**src/wce_pkg.sv**
```systemverilog
`timescale 1ns / 1ps

package wce_pkg;

    localparam int BYTE_BITS       = 8;
    localparam int DIGIT_W         = 4;
    localparam int CSUM_W          = 10;
    localparam int QUEUE_DEPTH     = 4;

    localparam int DEF_MSG_BYTES   = 32;
    localparam int DEF_LOG_W       = 4;
    localparam int DEF_CSUM_DIGITS = 3;

    // One accepted byte as handed from the front to the back.
    typedef struct packed {
        logic [BYTE_BITS-1:0] msg_byte;
        logic                 is_final;
        logic [CSUM_W-1:0]    csum;
    } wce_job_t;

endpackage

```
**src/wce_front.sv**
```systemverilog
`timescale 1ns / 1ps

module wce_front
    import wce_pkg::*;
#(
    parameter int MSG_BYTES = DEF_MSG_BYTES,
    parameter int LOG_W     = DEF_LOG_W
)
(
    input  logic                 clk,
    input  logic                 rst_n,
    input  logic                 in_valid,
    output logic                 in_stall,
    input  logic [BYTE_BITS-1:0] msg_byte,
    input  logic                 q_full,
    output logic                 push,
    output wce_job_t             push_job
);

    localparam int DPB = BYTE_BITS / LOG_W;
    localparam int PW  = $clog2(MSG_BYTES + 1);
    localparam logic [BYTE_BITS-1:0] DMASK = BYTE_BITS'((9'd1 << LOG_W) - 9'd1);

    logic [PW-1:0]     byte_position_reg;
    logic [PW-1:0]     byte_position_next;
    logic [CSUM_W-1:0] checksum_sum_reg;
    logic [CSUM_W-1:0] checksum_sum_next;
    logic [CSUM_W-1:0] csum_acc;
    logic              accept;
    logic              final_byte;

    assign in_stall   = q_full;
    assign accept     = in_valid && !q_full;
    assign push       = accept;
    assign final_byte = (byte_position_reg == PW'(MSG_BYTES - 1));

    // Each message digit adds its complement to w-1 into the running sum.
    always_comb
    begin
        logic [BYTE_BITS-1:0] d;
        csum_acc = checksum_sum_reg;
        for (int i = 0; i < DPB; i++)
        begin
            d        = BYTE_BITS'(msg_byte >> (BYTE_BITS - (i + 1) * LOG_W)) & DMASK;
            csum_acc = csum_acc + CSUM_W'(DMASK - d);
        end
    end

    always_comb
    begin
        push_job.msg_byte = msg_byte;
        push_job.is_final = final_byte;
        push_job.csum     = csum_acc;
    end

    always_comb
    begin
        byte_position_next = byte_position_reg;
        checksum_sum_next  = checksum_sum_reg;
        if (accept)
        begin
            if (final_byte)
            begin
                byte_position_next = '0;
                checksum_sum_next  = '0;
            end
            else
            begin
                byte_position_next = byte_position_reg + PW'(1);
                checksum_sum_next  = csum_acc;
            end
        end
    end

    always_ff @(posedge clk or negedge rst_n)
    begin
        if (!rst_n)
        begin
            byte_position_reg <= '0;
            checksum_sum_reg  <= '0;
        end
        else
        begin
            byte_position_reg <= byte_position_next;
            checksum_sum_reg  <= checksum_sum_next;
        end
    end

endmodule

```
**src/wce_queue.sv**
```systemverilog
`timescale 1ns / 1ps

module wce_queue
    import wce_pkg::*;
(
    input  logic     clk,
    input  logic     rst_n,
    input  logic     push,
    input  wce_job_t push_job,
    output logic     q_full,
    input  logic     pop,
    output wce_job_t head,
    output logic     q_empty
);

    localparam int AW = $clog2(QUEUE_DEPTH);
    localparam int CW = $clog2(QUEUE_DEPTH + 1);

    wce_job_t      mem_reg [QUEUE_DEPTH];
    logic [AW-1:0] wr_ptr_reg;
    logic [AW-1:0] wr_ptr_next;
    logic [AW-1:0] rd_ptr_reg;
    logic [AW-1:0] rd_ptr_next;
    logic [CW-1:0] count_reg;
    logic [CW-1:0] count_next;
    logic          do_push;
    logic          do_pop;

    assign q_full  = (count_reg == CW'(QUEUE_DEPTH));
    assign q_empty = (count_reg == '0);
    assign do_push = push && !q_full;
    assign do_pop  = pop && !q_empty;
    assign head    = mem_reg[rd_ptr_reg];

    always_comb
    begin
        wr_ptr_next = do_push ? wr_ptr_reg + AW'(1) : wr_ptr_reg;
        rd_ptr_next = do_pop ? rd_ptr_reg + AW'(1) : rd_ptr_reg;
        count_next  = count_reg;
        if (do_push && !do_pop)
        begin
            count_next = count_reg + CW'(1);
        end
        else if (do_pop && !do_push)
        begin
            count_next = count_reg - CW'(1);
        end
    end

    always_ff @(posedge clk)
    begin
        if (do_push)
        begin
            mem_reg[wr_ptr_reg] <= push_job;
        end
    end

    always_ff @(posedge clk or negedge rst_n)
    begin
        if (!rst_n)
        begin
            wr_ptr_reg <= '0;
            rd_ptr_reg <= '0;
            count_reg  <= '0;
        end
        else
        begin
            wr_ptr_reg <= wr_ptr_next;
            rd_ptr_reg <= rd_ptr_next;
            count_reg  <= count_next;
        end
    end

endmodule

```
**src/wce_back.sv**
```systemverilog
`timescale 1ns / 1ps

module wce_back
    import wce_pkg::*;
#(
    parameter int LOG_W       = DEF_LOG_W,
    parameter int CSUM_DIGITS = DEF_CSUM_DIGITS
)
(
    input  logic               clk,
    input  logic               rst_n,
    input  wce_job_t           head,
    input  logic               q_empty,
    output logic               pop,
    output logic               out_valid,
    input  logic               out_stall,
    output logic [DIGIT_W-1:0] digit,
    output logic               is_checksum,
    output logic               last
);

    localparam int DPB  = BYTE_BITS / LOG_W;
    localparam int CSW  = CSUM_DIGITS * LOG_W;
    localparam int ML_W = $clog2(DPB + 1);
    localparam int CL_W = $clog2(CSUM_DIGITS + 1);

    logic                 busy_reg;
    logic                 busy_next;
    logic [BYTE_BITS-1:0] byte_sr_reg;
    logic [BYTE_BITS-1:0] byte_sr_next;
    logic [CSW-1:0]       csum_sr_reg;
    logic [CSW-1:0]       csum_sr_next;
    logic [ML_W-1:0]      msg_left_reg;
    logic [ML_W-1:0]      msg_left_next;
    logic [CL_W-1:0]      csum_left_reg;
    logic [CL_W-1:0]      csum_left_next;

    logic                 out_valid_reg;
    logic                 out_valid_next;
    logic [DIGIT_W-1:0]   digit_reg;
    logic [DIGIT_W-1:0]   digit_next;
    logic                 is_checksum_reg;
    logic                 is_checksum_next;
    logic                 last_reg;
    logic                 last_next;

    logic                 out_free;
    logic                 emit;
    logic [BYTE_BITS-1:0] top8;
    logic [CSW-1:0]       head_csum;

    assign out_free  = !out_valid_reg || !out_stall;
    assign emit      = out_free && (busy_reg || !q_empty);
    assign pop       = out_free && !busy_reg && !q_empty;
    assign head_csum = CSW'(head.csum);

    // A fresh job from the queue loads its first digit into the output register
    // in the same cycle that it is popped.
    always_comb
    begin
        busy_next        = busy_reg;
        byte_sr_next     = byte_sr_reg;
        csum_sr_next     = csum_sr_reg;
        msg_left_next    = msg_left_reg;
        csum_left_next   = csum_left_reg;
        out_valid_next   = out_valid_reg && out_stall;
        digit_next       = digit_reg;
        is_checksum_next = is_checksum_reg;
        last_next        = last_reg;
        top8             = '0;

        if (emit)
        begin
            out_valid_next = 1'b1;
            if (!busy_reg)
            begin
                top8             = BYTE_BITS'(head.msg_byte >> (BYTE_BITS - LOG_W));
                digit_next       = top8[DIGIT_W-1:0];
                is_checksum_next = 1'b0;
                last_next        = 1'b0;
                byte_sr_next     = BYTE_BITS'(head.msg_byte << LOG_W);
                csum_sr_next     = head_csum;
                msg_left_next    = ML_W'(DPB - 1);
                csum_left_next   = head.is_final ? CL_W'(CSUM_DIGITS) : '0;
                busy_next        = (DPB > 1) || head.is_final;
            end
            else if (msg_left_reg != '0)
            begin
                top8             = BYTE_BITS'(byte_sr_reg >> (BYTE_BITS - LOG_W));
                digit_next       = top8[DIGIT_W-1:0];
                is_checksum_next = 1'b0;
                last_next        = 1'b0;
                byte_sr_next     = BYTE_BITS'(byte_sr_reg << LOG_W);
                msg_left_next    = msg_left_reg - ML_W'(1);
                busy_next        = (msg_left_reg != ML_W'(1)) || (csum_left_reg != '0);
            end
            else
            begin
                top8             = BYTE_BITS'(csum_sr_reg >> (CSW - LOG_W));
                digit_next       = top8[DIGIT_W-1:0];
                is_checksum_next = 1'b1;
                last_next        = (csum_left_reg == CL_W'(1));
                csum_sr_next     = CSW'(csum_sr_reg << LOG_W);
                csum_left_next   = csum_left_reg - CL_W'(1);
                busy_next        = (csum_left_reg != CL_W'(1));
            end
        end
    end

    always_ff @(posedge clk)
    begin
        byte_sr_reg     <= byte_sr_next;
        csum_sr_reg     <= csum_sr_next;
        digit_reg       <= digit_next;
        is_checksum_reg <= is_checksum_next;
        last_reg        <= last_next;
    end

    always_ff @(posedge clk or negedge rst_n)
    begin
        if (!rst_n)
        begin
            busy_reg      <= 1'b0;
            msg_left_reg  <= '0;
            csum_left_reg <= '0;
            out_valid_reg <= 1'b0;
        end
        else
        begin
            busy_reg      <= busy_next;
            msg_left_reg  <= msg_left_next;
            csum_left_reg <= csum_left_next;
            out_valid_reg <= out_valid_next;
        end
    end

    assign out_valid   = out_valid_reg;
    assign digit       = digit_reg;
    assign is_checksum = is_checksum_reg;
    assign last        = last_reg;

endmodule

```
**src/wots_chain_length_encoder_core.sv**
```systemverilog
`timescale 1ns / 1ps
// WOTS+ chain length encoder (base-w digits with checksum).
// Input channel: one message byte per transaction on msg_byte, with
// in_valid and in_stall. Output channel: one digit per transaction on
// digit, is_checksum and last, with out_valid and out_stall.
// Each byte yields 8/LOG_W message digits, most significant first. After
// byte MSG_BYTES-1 the block also emits CSUM_DIGITS checksum digits, the
// final one marked by last, and the byte count and checksum clear.
// When the block is otherwise empty, an accepted byte passes through the queue
// and then the output register before its first digit appears.
// Throughput: one digit per cycle from the output register while out_stall is
// low and bytes are waiting; the digit expander in the back end sets this rate.
// A four-entry queue between the byte front end and the expander lets input
// be accepted while output is stalled; in_stall rises only when it is full.
// A stalled output holds its digit until taken. Reset clears the byte
// count, the checksum, the queue and the output valid.

module wots_chain_length_encoder_core
    import wce_pkg::*;
#(
    parameter int MSG_BYTES   = DEF_MSG_BYTES,
    parameter int LOG_W       = DEF_LOG_W,
    parameter int CSUM_DIGITS = DEF_CSUM_DIGITS
)
(
    input  logic                 clk,
    input  logic                 rst_n,
    input  logic                 in_valid,
    output logic                 in_stall,
    input  logic [BYTE_BITS-1:0] msg_byte,
    output logic                 out_valid,
    input  logic                 out_stall,
    output logic [DIGIT_W-1:0]   digit,
    output logic                 is_checksum,
    output logic                 last
);

    wce_job_t push_job;
    wce_job_t head;
    logic     push;
    logic     q_full;
    logic     pop;
    logic     q_empty;

    wce_front #(
        .MSG_BYTES (MSG_BYTES),
        .LOG_W     (LOG_W)
    ) u_front (
        .clk      (clk),
        .rst_n    (rst_n),
        .in_valid (in_valid),
        .in_stall (in_stall),
        .msg_byte (msg_byte),
        .q_full   (q_full),
        .push     (push),
        .push_job (push_job)
    );

    wce_queue u_queue (
        .clk      (clk),
        .rst_n    (rst_n),
        .push     (push),
        .push_job (push_job),
        .q_full   (q_full),
        .pop      (pop),
        .head     (head),
        .q_empty  (q_empty)
    );

    wce_back #(
        .LOG_W       (LOG_W),
        .CSUM_DIGITS (CSUM_DIGITS)
    ) u_back (
        .clk         (clk),
        .rst_n       (rst_n),
        .head        (head),
        .q_empty     (q_empty),
        .pop         (pop),
        .out_valid   (out_valid),
        .out_stall   (out_stall),
        .digit       (digit),
        .is_checksum (is_checksum),
        .last        (last)
    );

endmodule

```
**config.mk**
```make
export PLATFORM = sky130hd
export DESIGN_NAME = wots_chain_length_encoder_core
export DESIGN_NICKNAME = d
export VERILOG_FILES = /design/src/wce_pkg.sv /design/src/wce_front.sv /design/src/wce_queue.sv /design/src/wce_back.sv /design/src/wots_chain_length_encoder_core.sv
export SDC_FILE = /design/constraint.sdc
export NUM_CORES = 1
export LEC_CHECK = 0
export ABC_AREA = 1
export ABC_CLOCK_PERIOD_IN_PS = 3100
export BUFFER_PORTS_ARGS = -buffer_cell sky130_fd_sc_hd__buf_2
export CAP_MARGIN = 25
export CORE_MARGIN = 2
export CORE_UTILIZATION = 50
export DETAILED_ROUTE_END_ITERATION = 8
export GPL_ROUTABILITY_DRIVEN = 0
export PLACE_DENSITY = 0.67
export SETUP_SLACK_MARGIN = 0.02
export SLEW_MARGIN = 20
export SYNTH_ARGS = -nofsm -noshare
export SYNTH_HDL_FRONTEND = slang
export SYNTH_SLANG_ARGS = --single-unit
```
**constraint.sdc**
```tcl
create_clock -name clk -period 3.1 [get_ports clk]
set_input_delay 0 -clock clk [delete_from_list [all_inputs] [get_ports clk]]
set_output_delay 0 -clock clk [all_outputs]
set_load 0.01 [all_outputs]
```
==> reports/metrics.yaml <==
hold_path:
  min-delay-path-class: "in2async"
placement:
  place_ws_ns: 0.696
  dpl.hpwl_um: 6940
  numPortBuffers: 19
  placed_cell_area_um2: 5830
synthesis:
  yosys_warnings: 0
  synth_compound_area_frac: 0.0681
  ys_seq_area_frac: 0.657
  syn-num-nets: 527
  syn_inst: 494
  synth_xor_xnor_area_share: 0.0157
  yosys.area_share.simple: 0.153
  synth_top_family_by_area: "simple AND/OR/NAND/NOR gates"
  syn_area_um2: 5590
  syn_area_per_cell_um2: 11.3
  synth_seq_cells: 127
  synth_cell_types: 34
  synthAdderAreaFrac: 0.0551
  synth.area.mux_share: 0
timing:
  slew_headroom: 0.505
  whs_ns: 0.0729
  rsz0062_at_grt: "no"
  setup_viol: 0
  finalCritPeriodShare: 0.785
  fmax_mhz: 411
  setup_tns_ns: 0
  min_period_ns: 2.43
  hold_viol: 0
  worst_pin_slew_ns: 0.743
  layout_setup_ws_ns: 0.667
  clock_skew_ns: 0.0129
  drv_slew: 0
worst_setup_path:
  critPathMaxStageDelay_ns: 0.41
  cp.required_ns: 3.35
  crit_path_end_kind: "flip-flop"
  critPathBufInv: 3
  rr_startpoint: "u_front.checksum_sum_reg[1]$_DFFE_PN0P_"
  regToRegEndpoint: "u_queue.mem_reg[2][7]$_DFFE_PP_"
  reg2regPathDepth: 10
  crit_top_cell: "inv_1"
  worst_ep_arrival_time_ns: 2.69
  regToRegSetupSlack_ns: 0.67
  crit_type: "reg2reg"
  cp_cell_sequence: "inv_1 -> fa_1 -> inv_1 -> ha_1 -> inv_1 -> fa_1 -> nand3b_1 -> nand2_1 -> nand3_1 -> and2_1"
  cp-start-kind: "flip-flop"
  path_delay_family: "adder cells"
  cp_slowest_cell: "fa_1"
  crit_fanout: 5
run:
  max_cap_violations: 0
die:
  fp.dieArea_um2: 12000
  dieHeight_um: 110
  std_cell_rows: 38
  core_area_um2: 10900
  start_util: 0.513
  die_x_um: 110
  io_pins: 20
detailed_routing:
  dr.first_iter.drc_count: 202
  finalWirelength_um: 10900
  drc: 0
  vias: 3579
  ant_nets: 0
  viasPerCell: 5.21
  dr.pass1.iters: 5
  wl_per_cell_um: 15.8
cts:
  cts_tree: "built"
  clk_pin_slew_ns: 0.06
  cts_buffers: 17
  htreeDepth: 4
  clock_sinks: 127
  cts_buffer_depth: 2
  clkLatencyLatePin_ns: 0.52
  cts_root_buf: "clkbuf_8"
  cts_resized: 0
final_layout:
  diodes: 0
  nets: 567
  final_cell_area_um2: 6480
  fin_util: 0.595
  drive_gt1_frac: 0.128
  n_fill_cell: 895
  area_delta_synth_final_pct: 16.0
  largest_reg_flops: 76
grt:
  grt_max_degree: 40
  grt_first_pass_wirelength_um: 18000
  gr-total-overflow: 0
  grt_use_met2: 0.327
  first_global_vias: 3553
  met3_usage: 0.0611
  grt-busiest-layer: "met2"
  grt.total_usage: 0.206
  use_met1: 0.276
  antenna_found_initial: 0
run_status:
  status: "finished, final reports clean"
power:
  leakage_nw: 2.66
  irDropWorstVdd_v: 0.000440
  power_density_nw_per_um2: 1060
## routing by layer
| layer | vias up | part of all wire |
|---|---|---|
| met3 | 16 | 0.052 |
| li1 | 1752 | - |
| met1 | 1715 | 0.45 |
| met4 | 0 | 0.013 |
| met2 | 96 | 0.48 |
| met5 | - | 0 |
## cells in the mapped netlist, drive strengths merged
cell type,number,area [µm²]
xor2,6,52.6
inv,53,199
nand3b,1,7.51
a21oi,15,75.1
nand4,4,31.3
nor2,88,353
nand3,28,150
and2,4,25.0
buf,12,76.3
nand2,71,277
o21ai,41,205
edfxtp,98,2940
clkbuf,4,15.0
a31o,1,8.76
o22ai,1,6.26
fa,6,120
xnor2,4,35.0
a22oi,4,30.0
a31oi,6,37.5
dfrtp,29,726
nor3,1,10.0
a22o,2,17.5
ha,15,188
## worst reg2reg max path: stages (launching register included)
cell and delay [ns]:
dfrtp_1 0.36, inv_1 0.08, fa_1 0.41, inv_1 0.07
ha_1 0.16, inv_1 0.06, fa_1 0.38, nand3b_1 0.16
nand2_1 0.16, nand3_1 0.11, and2_1 0.21
## worst max path at each step
stage / startpoint / end / slack [ns] / cells past startpoint
2_1_floorplan: u_front.checksum_sum_reg[1]$_DFFE_PN0P_ / u_queue.mem_reg[0][9]$_DFFE_PP_ / 0.83 / 10
3_3_place_gp: u_front.checksum_sum_reg[1]$_DFFE_PN0P_ / u_queue.mem_reg[1][7]$_DFFE_PP_ / 0.73 / 10
3_5_place_dp: u_front.checksum_sum_reg[1]$_DFFE_PN0P_ / u_queue.mem_reg[2][7]$_DFFE_PP_ / 0.70 / 10
4_1_cts: u_front.checksum_sum_reg[1]$_DFFE_PN0P_ / u_queue.mem_reg[2][7]$_DFFE_PP_ / 0.67 / 10
5_1_grt: u_front.checksum_sum_reg[1]$_DFFE_PN0P_ / u_queue.mem_reg[2][7]$_DFFE_PP_ / 0.49 / 10
6_report: u_front.checksum_sum_reg[1]$_DFFE_PN0P_ / u_queue.mem_reg[2][7]$_DFFE_PP_ / 0.67 / 10
## what timing repair did
action,CTS,global route
hold buffers,11,0
hold endpoints to repair,78,0
buffers inserted,0,0
## area by class of cell
| cell class | count | area, µm² | area share |
|---|---|---|---|
| clock inverters | 14 | 125 | 0.0193 |
| repair buffers | 37 | 265 | 0.0409 |
| well taps | 140 | 175 | 0.0270 |
| multi-input cells | 298 | 1630 | 0.251 |
| clock buffers | 18 | 418 | 0.0645 |
| flip-flops and latches | 127 | 3670 | 0.566 |
| inverters | 53 | 199 | 0.0307 |
## cells by family after synthesis
group,count (synthesis)
fa+ha+maj,21
compound gates,70
xor+xnor,10
buf+inv,69
simple gates,197
flops,127
## placed cells by master, fill, tap and decap left out, drive strengths merged
cell type | netlist | final
a31o | 1 | 1
and2 | 4 | 4
o22ai | 1 | 1
ha | 15 | 15
a22o | 2 | 2
a22oi | 4 | 4
xnor2 | 4 | 4
o21ai | 41 | 41
xor2 | 6 | 6
nand3 | 28 | 28
inv | 53 | 53
clkbuf | 4 | 18
nor3 | 1 | 1
edfxtp | 98 | 98
nor2 | 88 | 88
clkinv | 0 | 9
fa | 6 | 6
nand4 | 4 | 4
bufinv | 0 | 2
a31oi | 6 | 6
a21oi | 15 | 15
nand3b | 1 | 1
clkinvlp | 0 | 3
buf | 12 | 26
nand2 | 71 | 71
dlygate4sd3 | 0 | 11
dfrtp | 29 | 29
## report_power, final
group	switching, mW	internal [mW]
Clock	0.684	1.12
Combinational	1.47	0.729
Sequential	0.237	2.62
## through the flow
step | std cells | total power [mW]
after global placement | 643 | 4.99
after CTS | 687 | 6.92
after global routing | 687 | 7.35
final | 687 | 6.87
after detailed placement | 644 | 5.09
after floorplan | 494 | 4.45
Note: power is estimated with default switching activity, not from simulation.
